<file path="src/hdl/lms_adaptive_fir_macros.svh">
// ----------------------------------------------------------------------------
// LMS adaptive FIR assertion macros
// Shared helpers for the concurrent checks in the RTL.
// ----------------------------------------------------------------------------
`ifndef LMS_ADAPTIVE_FIR_MACROS_SVH
`define LMS_ADAPTIVE_FIR_MACROS_SVH

// Same-cycle implication, checked on every rising clock edge out of reset.
`define LAFIR_ASSERT_NOW(label, ante, cons, msg) \
    label: assert property (@(posedge clk) disable iff (!rst_n) (ante) |-> (cons)) \
        else $error(msg);

// Next-cycle implication, checked on every rising clock edge out of reset.
`define LAFIR_ASSERT_NEXT(label, ante, cons, msg) \
    label: assert property (@(posedge clk) disable iff (!rst_n) (ante) |=> (cons)) \
        else $error(msg);

`endif

</file>
<file path="src/hdl/lafir_pkg.sv">
// ----------------------------------------------------------------------------
// LMS adaptive FIR package
// Field widths, register indexes and the command and status bundles that
// join the controller and the datapath.
// ----------------------------------------------------------------------------
`default_nettype none

package lafir_pkg;

    // Field widths.
    localparam int SAMPLE_W = 16;
    localparam int ERR_W    = 17;
    localparam int WEIGHT_W = 32;
    localparam int GAIN_W   = 16;
    localparam int SHIFT_W  = 6;
    localparam int FRAC_W   = 24;

    // Gain times error, and that times a sample.
    localparam int GE_W   = GAIN_W + 1 + ERR_W;
    localparam int PROD_W = GE_W + SAMPLE_W;
    // Rounded product before the shift; one guard bit and one for the round term.
    localparam int SUM_W  = PROD_W + 2;

    // Any shift above this leaves a zero weight delta.
    localparam logic [SHIFT_W-1:0] SHIFT_LIMIT = SHIFT_W'(PROD_W);

    // Stream and configuration widths.
    localparam int IN_W      = 2 * SAMPLE_W;
    localparam int OUT_W     = 40;
    localparam int CFG_IDX_W = 2;
    localparam int CFG_W     = GAIN_W;

    // Register indexes.
    localparam logic [CFG_IDX_W-1:0] CFG_STEP_GAIN  = 2'd0;
    localparam logic [CFG_IDX_W-1:0] CFG_STEP_SHIFT = 2'd1;

    // Register reset values.
    localparam logic [GAIN_W-1:0]  GAIN_RESET  = 16'd1;
    localparam logic [SHIFT_W-1:0] SHIFT_RESET = 6'd3;

    // Controller to datapath commands.
    typedef struct packed {
        logic clear_wr;   // write zero to both memories at the tap counter
        logic load;       // take the input beat, store the sample
        logic issue;      // read one tap and send it down the pipeline
        logic upd_mode;   // the issued tap belongs to the weight update sweep
        logic rewind;     // return the history pointer to the newest sample
        logic finish;     // round y, form the error, load the output register
        logic gain_mul;   // form gain times error
        logic head_adv;   // move the delay line head on by one slot
    } cmd_t;

    // Datapath to controller status.
    typedef struct packed {
        logic last;       // tap counter stands at the final tap
        logic pipe_busy;  // a tap is still in the pipeline
        logic out_busy;   // the output register holds a beat that is not taken
    } sts_t;

endpackage

`default_nettype wire

</file>
<file path="src/hdl/lafir_ctrl.sv">
// ----------------------------------------------------------------------------
// LMS adaptive FIR controller
// Sequences the clearing pass, the filter sweep, the result, and the
// weight update sweep over the shared multiply-accumulate datapath.
// ----------------------------------------------------------------------------
`default_nettype none

`include "lms_adaptive_fir_macros.svh"

module lafir_ctrl (
    input  wire logic              clk,
    input  wire logic              rst_n,
    input  wire logic              in_valid,
    output logic                   in_ready,
    input  wire lafir_pkg::sts_t   sts,
    output lafir_pkg::cmd_t        cmd
);

    typedef enum logic [7:0] {
        ST_CLEAR  = 8'b0000_0001,
        ST_IDLE   = 8'b0000_0010,
        ST_FILTER = 8'b0000_0100,
        ST_FDRAIN = 8'b0000_1000,
        ST_RESULT = 8'b0001_0000,
        ST_GAIN   = 8'b0010_0000,
        ST_UPDATE = 8'b0100_0000,
        ST_UDRAIN = 8'b1000_0000
    } state_t;

    state_t state_reg;
    state_t state_next;

    // State register.
    always_ff @(posedge clk or negedge rst_n)
    begin
        if (!rst_n)
        begin
            state_reg <= ST_CLEAR;
        end
        else
        begin
            state_reg <= state_next;
        end
    end

    // Next state and commands.
    always_comb
    begin
        state_next = state_reg;
        cmd        = '0;
        in_ready   = 1'b0;
        case (state_reg)
            ST_CLEAR:
            begin
                cmd.clear_wr = 1'b1;
                if (sts.last)
                begin
                    state_next = ST_IDLE;
                end
            end
            ST_IDLE:
            begin
                in_ready = 1'b1;
                cmd.load = in_valid;
                if (in_valid)
                begin
                    state_next = ST_FILTER;
                end
            end
            ST_FILTER:
            begin
                cmd.issue = 1'b1;
                if (sts.last)
                begin
                    state_next = ST_FDRAIN;
                end
            end
            ST_FDRAIN:
            begin
                // Wait for the last product and for room in the output register.
                if (!sts.pipe_busy && !sts.out_busy)
                begin
                    state_next = ST_RESULT;
                end
            end
            ST_RESULT:
            begin
                cmd.finish = 1'b1;
                cmd.rewind = 1'b1;
                state_next = ST_GAIN;
            end
            ST_GAIN:
            begin
                cmd.gain_mul = 1'b1;
                state_next   = ST_UPDATE;
            end
            ST_UPDATE:
            begin
                cmd.issue    = 1'b1;
                cmd.upd_mode = 1'b1;
                if (sts.last)
                begin
                    state_next = ST_UDRAIN;
                end
            end
            ST_UDRAIN:
            begin
                if (!sts.pipe_busy)
                begin
                    cmd.head_adv = 1'b1;
                    state_next   = ST_IDLE;
                end
            end
            default:
            begin
                state_next = ST_CLEAR;
            end
        endcase
    end

    // A new sample enters only with the pipeline empty.
    `LAFIR_ASSERT_NOW(a_accept_idle, in_ready, !sts.pipe_busy, "beat accepted with taps in flight")
    // The result never overwrites an output beat that is still waiting.
    `LAFIR_ASSERT_NOW(a_finish_free, cmd.finish, !sts.out_busy, "output beat overwritten")
    // Gain times error changes only while no update product is in flight.
    `LAFIR_ASSERT_NOW(a_gain_quiet, cmd.gain_mul, !sts.pipe_busy, "step product changed mid-sweep")
    // The update sweep ends after the final tap.
    `LAFIR_ASSERT_NEXT(a_upd_end, (state_reg == ST_UPDATE) && sts.last,
        state_reg == ST_UDRAIN, "update sweep overran the taps")

endmodule

`default_nettype wire

</file>
<file path="config.mk">
export PLATFORM = sky130hd
export DESIGN_NAME = lafir_ctrl
export DESIGN_NICKNAME = d
export VERILOG_FILES = /design/src/hdl/lafir_pkg.sv /design/src/hdl/lafir_ctrl.sv
export VERILOG_INCLUDE_DIRS = /design/src /design/src/hdl
export SDC_FILE = /design/constraint.sdc
export NUM_CORES = 1
export LEC_CHECK = 0
export ABC_AREA = 1
export BUFFER_PORTS_ARGS = -buffer_cell sky130_fd_sc_hd__buf_2
export CAP_MARGIN = 10
export CORE_MARGIN = 10
export CORE_UTILIZATION = 43
export CTS_CLUSTER_DIAMETER = 40
export DETAILED_ROUTE_END_ITERATION = 10
export GPL_ROUTABILITY_DRIVEN = 1
export PLACE_DENSITY = 0.66
export SLEW_MARGIN = 0
export SYNTH_ARGS = -nofsm -noshare
export SYNTH_HDL_FRONTEND = slang
export SYNTH_SLANG_ARGS = --single-unit
</file>
<file path="constraint.sdc">
create_clock -name clk -period 3.2 [get_ports clk]
set_input_delay 0.32 -clock clk [delete_from_list [all_inputs] [get_ports clk]]
set_output_delay 0.32 -clock clk [all_outputs]
set_load 0.02 [all_outputs]
</file>
==> summary.md, run 1 <==
| Metric | Value |
|---|---|
| Fin Setup TNS | `0 ns` |
| Setup-failing EPs final | `0` |
| Fin Hold WS | `0.288 ns` |
| CTS tree | `built` |
| Worst path slowest cell | `dfrtp_1` |
| Final Hold Vio Count | `0` |
| Syn nets | `91` |
| Worst setup EP type | `output port` |
| Period minus WS final | `1.69 ns` |
| DR vias | `546` |
| Post-synthesis cell type count | `21` |
| Commonest non-fill, non-tap cell in the layout | `nand2_1` |
| GP Congestion | `0.775` |
| Hold Crit Depth | `2` |
| Syn Std Cell Area | `684 um2` |
| Sequential fraction of the synthesis area | `29.4%` |
| Final wirelength | `1430 um` |
| Longest Clk Path Bufs | `2` |
| Vias/cell | `4.63` |
| Detail Route Antenna Nets | `0` |
| Outcome | `finished clean` |
| Max rail drop VDD | `307 uV` |
| Hold crit path type | `in -> reg` |
| Critical path's largest stage delay | `0.41 ns` |
| Initial antenna violation count | `0` |
| Layout Skew | `0.00194 ns` |
| GRT overflow | `0` |
| RSZ-0062 raised after global routing | `false` |
| Arrival time of the worst setup path | `1.37 ns` |
| CP required | `2.88 ns` |
| Slew Limit Fails | `0` |
| Worst-path cell chain | `nor2_2 > nand3_1 > nor3_2 > buf_2` |
| # H-tree levels | `1` |
| #FFs+latches synth | `8` |
| Final net count | `109` |
| Die area | `roughly 0.0036 mm2` |
| WL per Instance | `12.1 um` |
| Yosys warning total | `0` |
| Worst Path Buf+Inv | `1` |
| Largest net degree at the start of global routing | `9` |
| Placed wire-length estimate | `~1200 um` |
| Antenna Diode Count | `0` |
| Critical path depth | `4` |
| Detailed Route Iter0 Violations | `8` |
| Io pins | `15` |
| Starting density of the core | `45.4%` |
| CTS root buf | `clkbuf_4` |
| Clock net sink count | `8` |
| Share of layout cells above drive strength 1 | `roughly half` |
| Critical path class | `reg -> out` |
| Area growth syn-to-layout | `16.3%` |
| Slew margin rel. | `86.3%` |
| Port bufs | `14` |
| Max FFs per register | `8` |
| Worst-path maximum fanout | `3` |
| F_max | `just under 0.6 GHz` |
| Die X | `~60 um` |
| Vias in the first global route | `just over 600` |
| Num CTS Buffers | `3` |
| PwrDens | `623 mW/mm2` |
| Worst-skew pair later-pin latency | `approximately 0.26 ns` |
| Reg clk slew, reported paths | `0.06 ns` |
| Row cnt | `14` |
| Synth Instances | `85` |
| Worst-Margin Slew | `0.205 ns` |
| Commonest cells after routing, fill and taps aside | `15 x nand2_1, 14 x buf_2, 11 x nor2_1` |
| MaxCap Viol Count | `0` |
| 1st-pass router iterations | `4` |
| Layout filler cell count | `149` |
| Static leakage | `0.460 nW` |
| Crit start category | `flip-flop` |
| Post-CTS resize count | `0` |
| Vert. Die Dim | `59.9 um` |
| Mapped Avg Cell Area | `8.05 um2` |
| Remaining DRCs | `0` |
| Reg2reg path depth | `6` |
| Core Box Area | `0.00151 mm2` |
| Cell family with most CP delay | `simple AND/OR/NAND/NOR gates` |
| Total Routing Usage GR | `9.12%` |
| Global-route wire length before repair | `2550 um` |
| Final period utilization | `roughly 53%` |
[repair_timing]
item	CTS	global route
hold buffers	1	0
buffers inserted	0	0
hold endpoints to repair	7	0
[through the flow]
step / std cells / setup slack, ns / util [%] / area (um2) / total power, mW
2_1_floorplan: 85 / 1.63 / - / 684 / 0.362
4_1_cts: 118 / 1.48 / 52.8 / 796 / 0.504
6_report: 118 / 1.51 / 52.8 / 796 / 0.496
3_5_place_dp: 113 / 1.77 / 50.4 / 759 / 0.414
3_3_place_gp: 113 / 1.80 / 50.4 / 759 / 0.412
5_1_grt: 118 / 1.35 / 52.8 / 796 / 0.541
[area by class of cell]
class	instances	area, um2	share of cell area (%)
inverters	16	60.1	7.55
well taps	16	20.0	2.52
clock buffers	4	26.3	3.30
multi-input cells	59	408	51.3
flip-flops and latches	8	201	25.3
repair buffers	15	80.1	10.1
[routing by layer]
layer | global-route usage, % | vias to the layer above | part of all wire (%)
met2 | 15.0 | 14 | 47
met4 | 6.73 | 0 | 2.7
met1 | 10.2 | 239 | 46
met5 | 0 | - | 0
li1 | - | 289 | -
met3 | 1.48 | 4 | 4.4
[final timing paths]
kind                              start      endpoint  slack (ns)
setup / recovery           state_reg[7]        cmd[2]        1.51
hold / removal                   sts[2]  state_reg[6]        0.29
setup reg to reg           state_reg[7]  state_reg[1]        1.95
hold reg to reg            state_reg[3]  state_reg[5]        0.60
max in group asynchronous         rst_n  state_reg[0]        2.51
min in group asynchronous         rst_n  state_reg[6]        0.45
[Yosys cell counts, drive strengths merged]
| cell | n | area (um2) |
|---|---|---|
| nand3 | 8 | 60.1 |
| nor2 | 20 | 135 |
| o22ai | 1 | 6.26 |
| nand2 | 25 | 166 |
| nand4 | 1 | 12.5 |
| nand3b | 1 | 7.51 |
| buf | 2 | 15.0 |
| nor3 | 2 | 15.0 |
| dfstp | 1 | 26.3 |
| o21ai | 1 | 5.00 |
| inv | 16 | 60.1 |
| dfrtp | 7 | 175 |
[power by group]
group | switching, mW | internal, mW
registers | 0.0145 | 0.123
clock network | 0.0381 | 0.0479
logic | 0.177 | 0.0957
[cells by family (layout without fill, tap and decap cells)]
kind of cell | after synthesis | count (layout) | share of synthesized area [%]
and+or+nand+nor | 57 | 57 | 58.0
DFF | 8 | 8 | 29.4
AOI/OAI and AO/OA | 2 | 2 | 1.65
buffers and inverters | 18 | 35 | 11.0
(Power assumes the default switching activity.)
==> run 2, diff against run 1 <==
==> constraint.sdc (replaced) <==
create_clock -name clk -period 1.7 [get_ports clk]
set_input_delay 0.17 -clock clk [delete_from_list [all_inputs] [get_ports clk]]
set_output_delay 0.17 -clock clk [all_outputs]
set_load 0.02 [all_outputs]
==> run 2 against run 1 <==
Flip-flop and latch count did not move. Clock power rose by 93%. Count of clock-buffer cells in the layout did not move. Non-clock buffer count did not move. Global-route usage fell by 0.25 points. Hold slack got worse by 0.14 ns. Critical path depth did not move. Clock skew rose by 0.0059 ns. Cell area did not move. First-iteration DRC count rose by 88%. Register-to-register slack got worse by 1.5 ns. Via count rose by 5.1%. Critical endpoint is now cmd[3]. Largest power group unchanged.
==> summary.md, run 2 (synthesis results as in run 1) <==
| Metric | Value |
|---|---|
| Detail Route Antenna Nets | `0 (unchanged)` |
| P_sw | `0.440 mW (was 0.229 mW)` |
| DP Worst Slack | `0.426 ns (was 1.77 ns)` |
| Reg power frac | `27.6% (was 27.8%)` |
| Worst-skew pair later-pin latency | `0.27 ns (was 0.26 ns)` |
| 1st-pass router iterations | `4 (unchanged)` |
| Area growth syn-to-layout | `16.3% (unchanged)` |
| Worst setup EP type | `output port (unchanged)` |
| Setup WS post-layout | `0.142 ns (was 1.51 ns)` |
| GRT overflow | `0 (unchanged)` |
| Share of layout cells above drive strength 1 | `50.0% (unchanged)` |
| Commonest cells after routing, fill and taps aside | `15 x nand2_1, 14 x buf_2, 11 x nor2_1 (unchanged)` |
| Final Hold Vio Count | `0 (unchanged)` |
| Pint | `0.503 mW (was 0.267 mW)` |
| Outcome | `finished clean (unchanged)` |
| Port bufs | `14 (unchanged)` |
| Worst-path maximum fanout | `3 (unchanged)` |
| CTS tree | `built (unchanged)` |
| Final period utilization | `91.7%` |
| Vias/cell | `4.86 (was 4.63)` |
| Die area | `0.00359 mm2 (unchanged)` |
| Arrival time of the worst setup path | `1.39 ns (was 1.37 ns)` |
| Core Box Area | `0.00151 mm2 (unchanged)` |
| DR vias | `574 (was 546)` |
| Final std cells w/o fill | `118 (unchanged)` |
| Static leakage | `0.460 nW (unchanged)` |
| Commonest non-fill, non-tap cell in the layout | `nand2_1 (unchanged)` |
| Clock network power share | `17.6% (was 17.3%)` |
| Global-route wire length before repair | `2500 um (was 2550 um)` |
| Placed cell count | `113 (unchanged)` |
| Worst-Margin Slew | `0.207 ns (was 0.205 ns)` |
| Placed cell area | `759 um2 (unchanged)` |
| Critical path's largest stage delay | `0.41 ns (about the same)` |
| CP required | `1.53 ns (was 2.88 ns)` |
| Remaining DRCs | `0 (unchanged)` |
| Hold crit path type | `in -> reg (unchanged)` |
| Max FFs per register | `8 (unchanged)` |
| PwrDens | `1180 mW/mm2 (was 623 mW/mm2)` |
| Reg clk slew, reported paths | `0.06 ns (about the same)` |
| Num CTS Buffers | `3 (unchanged)` |
| MaxCap Viol Count | `0 (unchanged)` |
| Slew margin rel. | `86.2% (was 86.3%)` |
| Largest net degree at the start of global routing | `9 (unchanged)` |
| Worst Path Buf+Inv | `1 (unchanged)` |
| # H-tree levels | `1 (unchanged)` |
| Placed wire-length estimate | `1220 um (was 1240 um)` |
| CTS root buf | `clkbuf_4 (unchanged)` |
| Cell family with most CP delay | `simple AND/OR/NAND/NOR gates (unchanged)` |
| RSZ-0062 raised after global routing | `false (unchanged)` |
| Fin area | `796 um2 (unchanged)` |
| Io pins | `15 (unchanged)` |
| Sw frac | `46.7% (was 46.2%)` |
| Starting density of the core | `45.4% (unchanged)` |
| Antenna Diode Count | `0 (unchanged)` |
| Setup-failing EPs final | `0 (unchanged)` |
| Power share of the combinational group | `54.8% (was 54.9%)` |
| Layout filler cell count | `163 (was 149)` |
| Setup bufs post-CTS | `0 (unchanged)` |
| Clock net sink count | `8 (unchanged)` |
| Period minus WS final | `1.56 ns` |
| Max rail drop VDD | `504 uV (was 307 uV)` |
| Final wirelength | `1440 um (was 1430 um)` |
| Layout Skew | `0.00780 ns (was 0.00194 ns)` |
| F_max | `0.642 GHz` |
| Detailed Route Iter0 Violations | `15 (was 8)` |
| Total Routing Usage GR | `8.86% (was 9.12%)` |
| Final net count | `109 (unchanged)` |
| Slew Limit Fails | `0 (unchanged)` |
| Initial antenna violation count | `0 (unchanged)` |
| Critical path class | `reg -> out (unchanged)` |
| GP Congestion | `0.776 (was 0.775)` |
| Longest Clk Path Bufs | `2 (unchanged)` |
| Worst-path cell chain | `nor2_2 > nand3_1 > nor3_2 > buf_2 (unchanged)` |
| Vert. Die Dim | `59.9 um (unchanged)` |
| Fin Setup TNS | `0 ns (unchanged)` |
| Worst path slowest cell | `dfrtp_1 (unchanged)` |
| Crit start category | `flip-flop (unchanged)` |
| Row cnt | `14 (unchanged)` |
| Vias in the first global route | `620 (was 611)` |
| Die X | `59.9 um (unchanged)` |
| WL per Instance | `12.2 um (was 12.1 um)` |
run 2: cell counts in the layout (fill, tap and decap cells not counted):
No cell type changed its count.
run 2: worst paths after layout:
| path | startpoint | endpoint | slack, ns | cells after the start |
|---|---|---|---|---|
| setup / recovery | state_reg[7] | cmd[3] | 0.14 | 4 |
| hold / removal | sts[2] | state_reg[6] | 0.15 | 2 |
| setup reg to reg | state_reg[7] | state_reg[1] | 0.43 | 6 |
| hold reg to reg | state_reg[3] | state_reg[5] | 0.60 | 3 |
| max in group asynchronous | rst_n | state_reg[0] | 1.18 | 2 |
| min in group asynchronous | rst_n | state_reg[6] | 0.27 | 2 |
run 2: cell type report:
type | instances | area [um2] | share of cell area (%)
multi-input cells | 59 | 408 | 51.3
flip-flops and latches | 8 | 201 | 25.3
repair buffers | 15 | 80.1 | 10.1
inverters | 16 | 60.1 | 7.55
clock buffers | 4 | 26.3 | 3.30
well taps | 16 | 20.0 | 2.52
run 2: repair_timing:
action | 4_1_cts | 5_1_grt
hold buffers | 1 | 0
hold endpoints to repair | 8 | 0
endpoints found under the setup margin | 0 | 0
gates resized for setup | 0 | 0
run 2: power by group through the flow:
stage | Clock, mW | Sequential (mW) | Combinational, mW
floorplan | 0 | 0.257 | 0.423
finish | 0.166 | 0.260 | 0.517
CTS | 0.167 | 0.260 | 0.521
global route | 0.176 | 0.264 | 0.579
detailed placement | 0 | 0.263 | 0.517
global placement | 0 | 0.262 | 0.514
run 2: through the flow:
step,util [%],power [mW],hold slack [ns]
detailed placement,50.4,0.780,0.0282
global route,52.8,1.02,0.145
finish,52.8,0.943,0.147
global placement,50.4,0.776,0.0257
CTS,52.8,0.947,0.135
floorplan,-,0.681,-0.126
run 2: metal layers:
metal	GRT usage (%)	vias up	wire, um
li1	-	293	-
met1	9.63	260	637
met2	15.1	18	700
met3	1.69	3	78
met4	5.77	0	26
met5	0	-	0
==> run 3, diff against run 2 <==
==> constraint.sdc (replaced) <==
create_clock -name clk -period 1.5 [get_ports clk]
set_input_delay 0.15 -clock clk [delete_from_list [all_inputs] [get_ports clk]]
set_output_delay 0.15 -clock clk [all_outputs]
set_load 0.02 [all_outputs]
==> run 3 against run 2 <==
Sequential share of layout area down 4.3 points. Global-route usage is 0.077 points lower. Clock skew grew 0.00090 ns. First-iteration DRC count decreased by 40%. Setup slack worse by 0.13 ns. Wire length up 18%. Clock power is 8% higher. Critical path depth is 2 higher. Critical endpoint is now cmd[6]. Largest power group unchanged.
==> summary.md, run 3 (synthesis results as in run 1) <==
| Metric | Value |
|---|---|
| Outcome | `finished clean (unchanged)` |
| Worst-path cell chain | `inv_2 > nand2_4 > nor2_8 > nand2_4 > nor2_4 > buf_6 (was nor2_2 > nand3_1 > nor3_2 > buf_2)` |
| Global-route wire length before repair | `2420 um (was 2500 um)` |
| GRT overflow | `0 (unchanged)` |
| PwrDens | `1270 mW/mm2 (was 1180 mW/mm2)` |
| Setup WS post-layout | `0.0144 ns (was 0.142 ns)` |
| Longest Clk Path Bufs | `2 (unchanged)` |
| CP required | `1.35 ns (was 1.53 ns)` |
| CP startpoint | `state_reg[5] (was state_reg[7])` |
| Share of layout cells above drive strength 1 | `64.5% (was 50.0%)` |
| Setup-failing EPs final | `0 (unchanged)` |
| Hold Crit Depth | `2 (unchanged)` |
| Detailed Route Iter0 Violations | `9 (was 15)` |
| Worst path slowest cell | `dfrtp_1 (unchanged)` |
| Final net count | `117 (was 109)` |
| Static leakage | `0.500 nW (was 0.460 nW)` |
| Num CTS Buffers | `3 (unchanged)` |
| CTS root buf | `clkbuf_4 (unchanged)` |
| Fin Setup TNS | `0 ns (unchanged)` |
| Initial antenna violation count | `0 (unchanged)` |
| Sw frac | `46.8% (was 46.7%)` |
| Critical path's largest stage delay | `0.39 ns (was 0.41 ns)` |
| Critical path class | `reg -> out (unchanged)` |
| Reg2reg path depth | `9 (was 6)` |
| Final std cells w/o fill | `126 (was 118)` |
| Worst-Margin Slew | `0.217 ns (was 0.207 ns)` |
| Fin Hold WS | `0.137 ns (was 0.147 ns)` |
| Clock net sink count | `8 (unchanged)` |
| Arrival time of the worst setup path | `1.34 ns (was 1.39 ns)` |
| Hold crit path type | `in -> reg (unchanged)` |
| Period minus WS final | `approximately 1.5 ns` |
| Commonest cells after routing, fill and taps aside | `13 x buf_4, 11 x inv_2, 11 x nand2_1 (was 15 x nand2_1, 14 x buf_2, 11 x nor2_1)` |
| Vias/cell | `4.90 (was 4.86)` |
| FF-to-FF End | `state_reg[1] (unchanged)` |
| MaxCap Viol Count | `0 (unchanged)` |
| Power share of the combinational group | `61.5% (was 54.8%)` |
| Antenna Diode Count | `0 (unchanged)` |
| CTS tree | `built (unchanged)` |
| Final Hold Vio Count | `0 (unchanged)` |
| Pint | `0.653 mW (was 0.503 mW)` |
| DP Worst Slack | `0.229 ns (was 0.426 ns)` |
| Port bufs | `14 (unchanged)` |
| Die X | `59.9 um (unchanged)` |
| Layout Skew | `0.00870 ns (was 0.00780 ns)` |
| Slew Limit Fails | `0 (unchanged)` |
| Area growth syn-to-layout | `40.8% (was 16.3%)` |
| DR vias | `618 (was 574)` |
| Die area | `0.00359 mm2 (unchanged)` |
| Reg2reg setup slack | `0.10 ns (was 0.43 ns)` |
| Row cnt | `14 (unchanged)` |
| RSZ-0062 raised after global routing | `true (was false)` |
| # H-tree levels | `1 (unchanged)` |
| Core Box Area | `0.00151 mm2 (unchanged)` |
| GP Congestion | `0.785 (was 0.776)` |
| Reg clk slew, reported paths | `0.06 ns (about the same)` |
| Reg power frac | `23.9% (was 27.6%)` |
| Layout filler cell count | `122 (was 163)` |
| Detail Route Antenna Nets | `0 (unchanged)` |
| Register Area | `203 um2 (was 201 um2)` |
| Clock network power share | `14.5% (was 17.6%)` |
| Worst-path maximum fanout | `4 (was 3)` |
| Reg2reg start | `state_reg[5] (was state_reg[7])` |
| P_sw | `0.575 mW (was 0.440 mW)` |
| Vias in the first global route | `580 (was 620)` |
| 1st-pass router iterations | `4 (unchanged)` |
| Placed cell count | `113 (unchanged)` |
| Area taken by multi-input logic gates | `477 um2 (was 408 um2)` |
| End of the critical path | `cmd[6] (was cmd[3])` |
| Io pins | `15 (unchanged)` |
| WL per Instance | `13.5 um (was 12.2 um)` |
| Max rail drop VDD | `600 uV (was 504 uV)` |
| F_max | `0.673 GHz` |
| Final wirelength | `1710 um (was 1440 um)` |
| Largest net degree at the start of global routing | `9 (unchanged)` |
| Total Routing Usage GR | `8.79% (was 8.86%)` |
| Worst-skew pair later-pin latency | `0.25 ns (was 0.27 ns)` |
| Worst setup EP type | `output port (unchanged)` |
| Worst path most repeated cell | `nand2_4` |
| Commonest non-fill, non-tap cell in the layout | `buf_4 (was nand2_1)` |
| Crit start category | `flip-flop (unchanged)` |
| Final period utilization | `between 90% and 100%` |
| Vert. Die Dim | `59.9 um (unchanged)` |
| Placed wire-length estimate | `1230 um (was 1220 um)` |
| Starting density of the core | `45.4% (unchanged)` |
| Slew margin rel. | `85.5% (was 86.2%)` |
| Remaining DRCs | `0 (unchanged)` |
| Max FFs per register | `8 (unchanged)` |
-- run 3: cell types whose count changed in the layout (fill, tap and decap cells not counted), sizes merged --
cell	change
buf	+8
-- run 3: how the worst min path moves through the flow --
| stage | endpoint | startpoint | slack [ns] |
|---|---|---|---|
| floorplan | state_reg[1] | rst_n | -0.15 |
| global placement | state_reg[3] | rst_n | 0.001 |
| detailed placement | state_reg[3] | rst_n | 0.001 |
| CTS | state_reg[2] | sts[2] | 0.13 |
| global route | state_reg[2] | sts[2] | 0.13 |
| finish | state_reg[6] | sts[2] | 0.14 |
-- run 3: per-layer routing --
| metal | vias up | part of all wire, % | wire length, um | GRT usage, % |
|---|---|---|---|---|
| met5 | - | 0 | 0 | 0 |
| met1 | 288 | 41 | 707 | 9.53 |
| met3 | 2 | 6.2 | 105 | 2.33 |
| met4 | 0 | 1.2 | 21 | 6.73 |
| met2 | 21 | 51 | 872 | 14.1 |
| li1 | 307 | - | - | - |
-- run 3: area by class of cell --
type | count | area share, %
inverters | 16 | 6.23
clock buffers | 4 | 2.73
repair buffers | 23 | 18.4
multi-input cells | 59 | 49.5
flip-flops and latches | 8 | 21.0
well taps | 16 | 2.08
-- run 3: what timing repair did --
item	in CTS	in global routing
buffers inserted	0	8
hold buffers	1	0
setup endpoints to repair	3	9
hold endpoints to repair	8	0
pin swaps	0	10
gates resized for setup	4	30
cloned	0	0
-- run 3: critical path: cells and delay by family (launching register included) --
| kind | cells | cell delay, ns |
|---|---|---|
| buffers and inverters | 2 | 0.22 |
| flip-flops | 1 | 0.39 |
| AND/OR/NAND/NOR | 4 | 0.47 |
-- run 3: power by group through the flow --
stage / Clock, mW / Combinational, mW / Sequential (mW)
floorplan: 0 / 0.480 / 0.292
global placement: 0 / 0.581 / 0.295
detailed placement: 0 / 0.595 / 0.297
CTS: 0.182 / 0.620 / 0.293
global route: 0.192 / 0.806 / 0.300
finish: 0.179 / 0.756 / 0.294
-- run 3: per-stage QoR --
| step | power, mW | utilization, % | instance area [um2] |
|---|---|---|---|
| after CTS | 1.09 | 53.7 | 808 |
| after global placement | 0.876 | 50.4 | 759 |
| after global routing | 1.30 | 64.0 | 963 |
| final | 1.23 | 64.0 | 963 |
| after detailed placement | 0.892 | 50.4 | 759 |
| after floorplan | 0.772 | - | 684 |
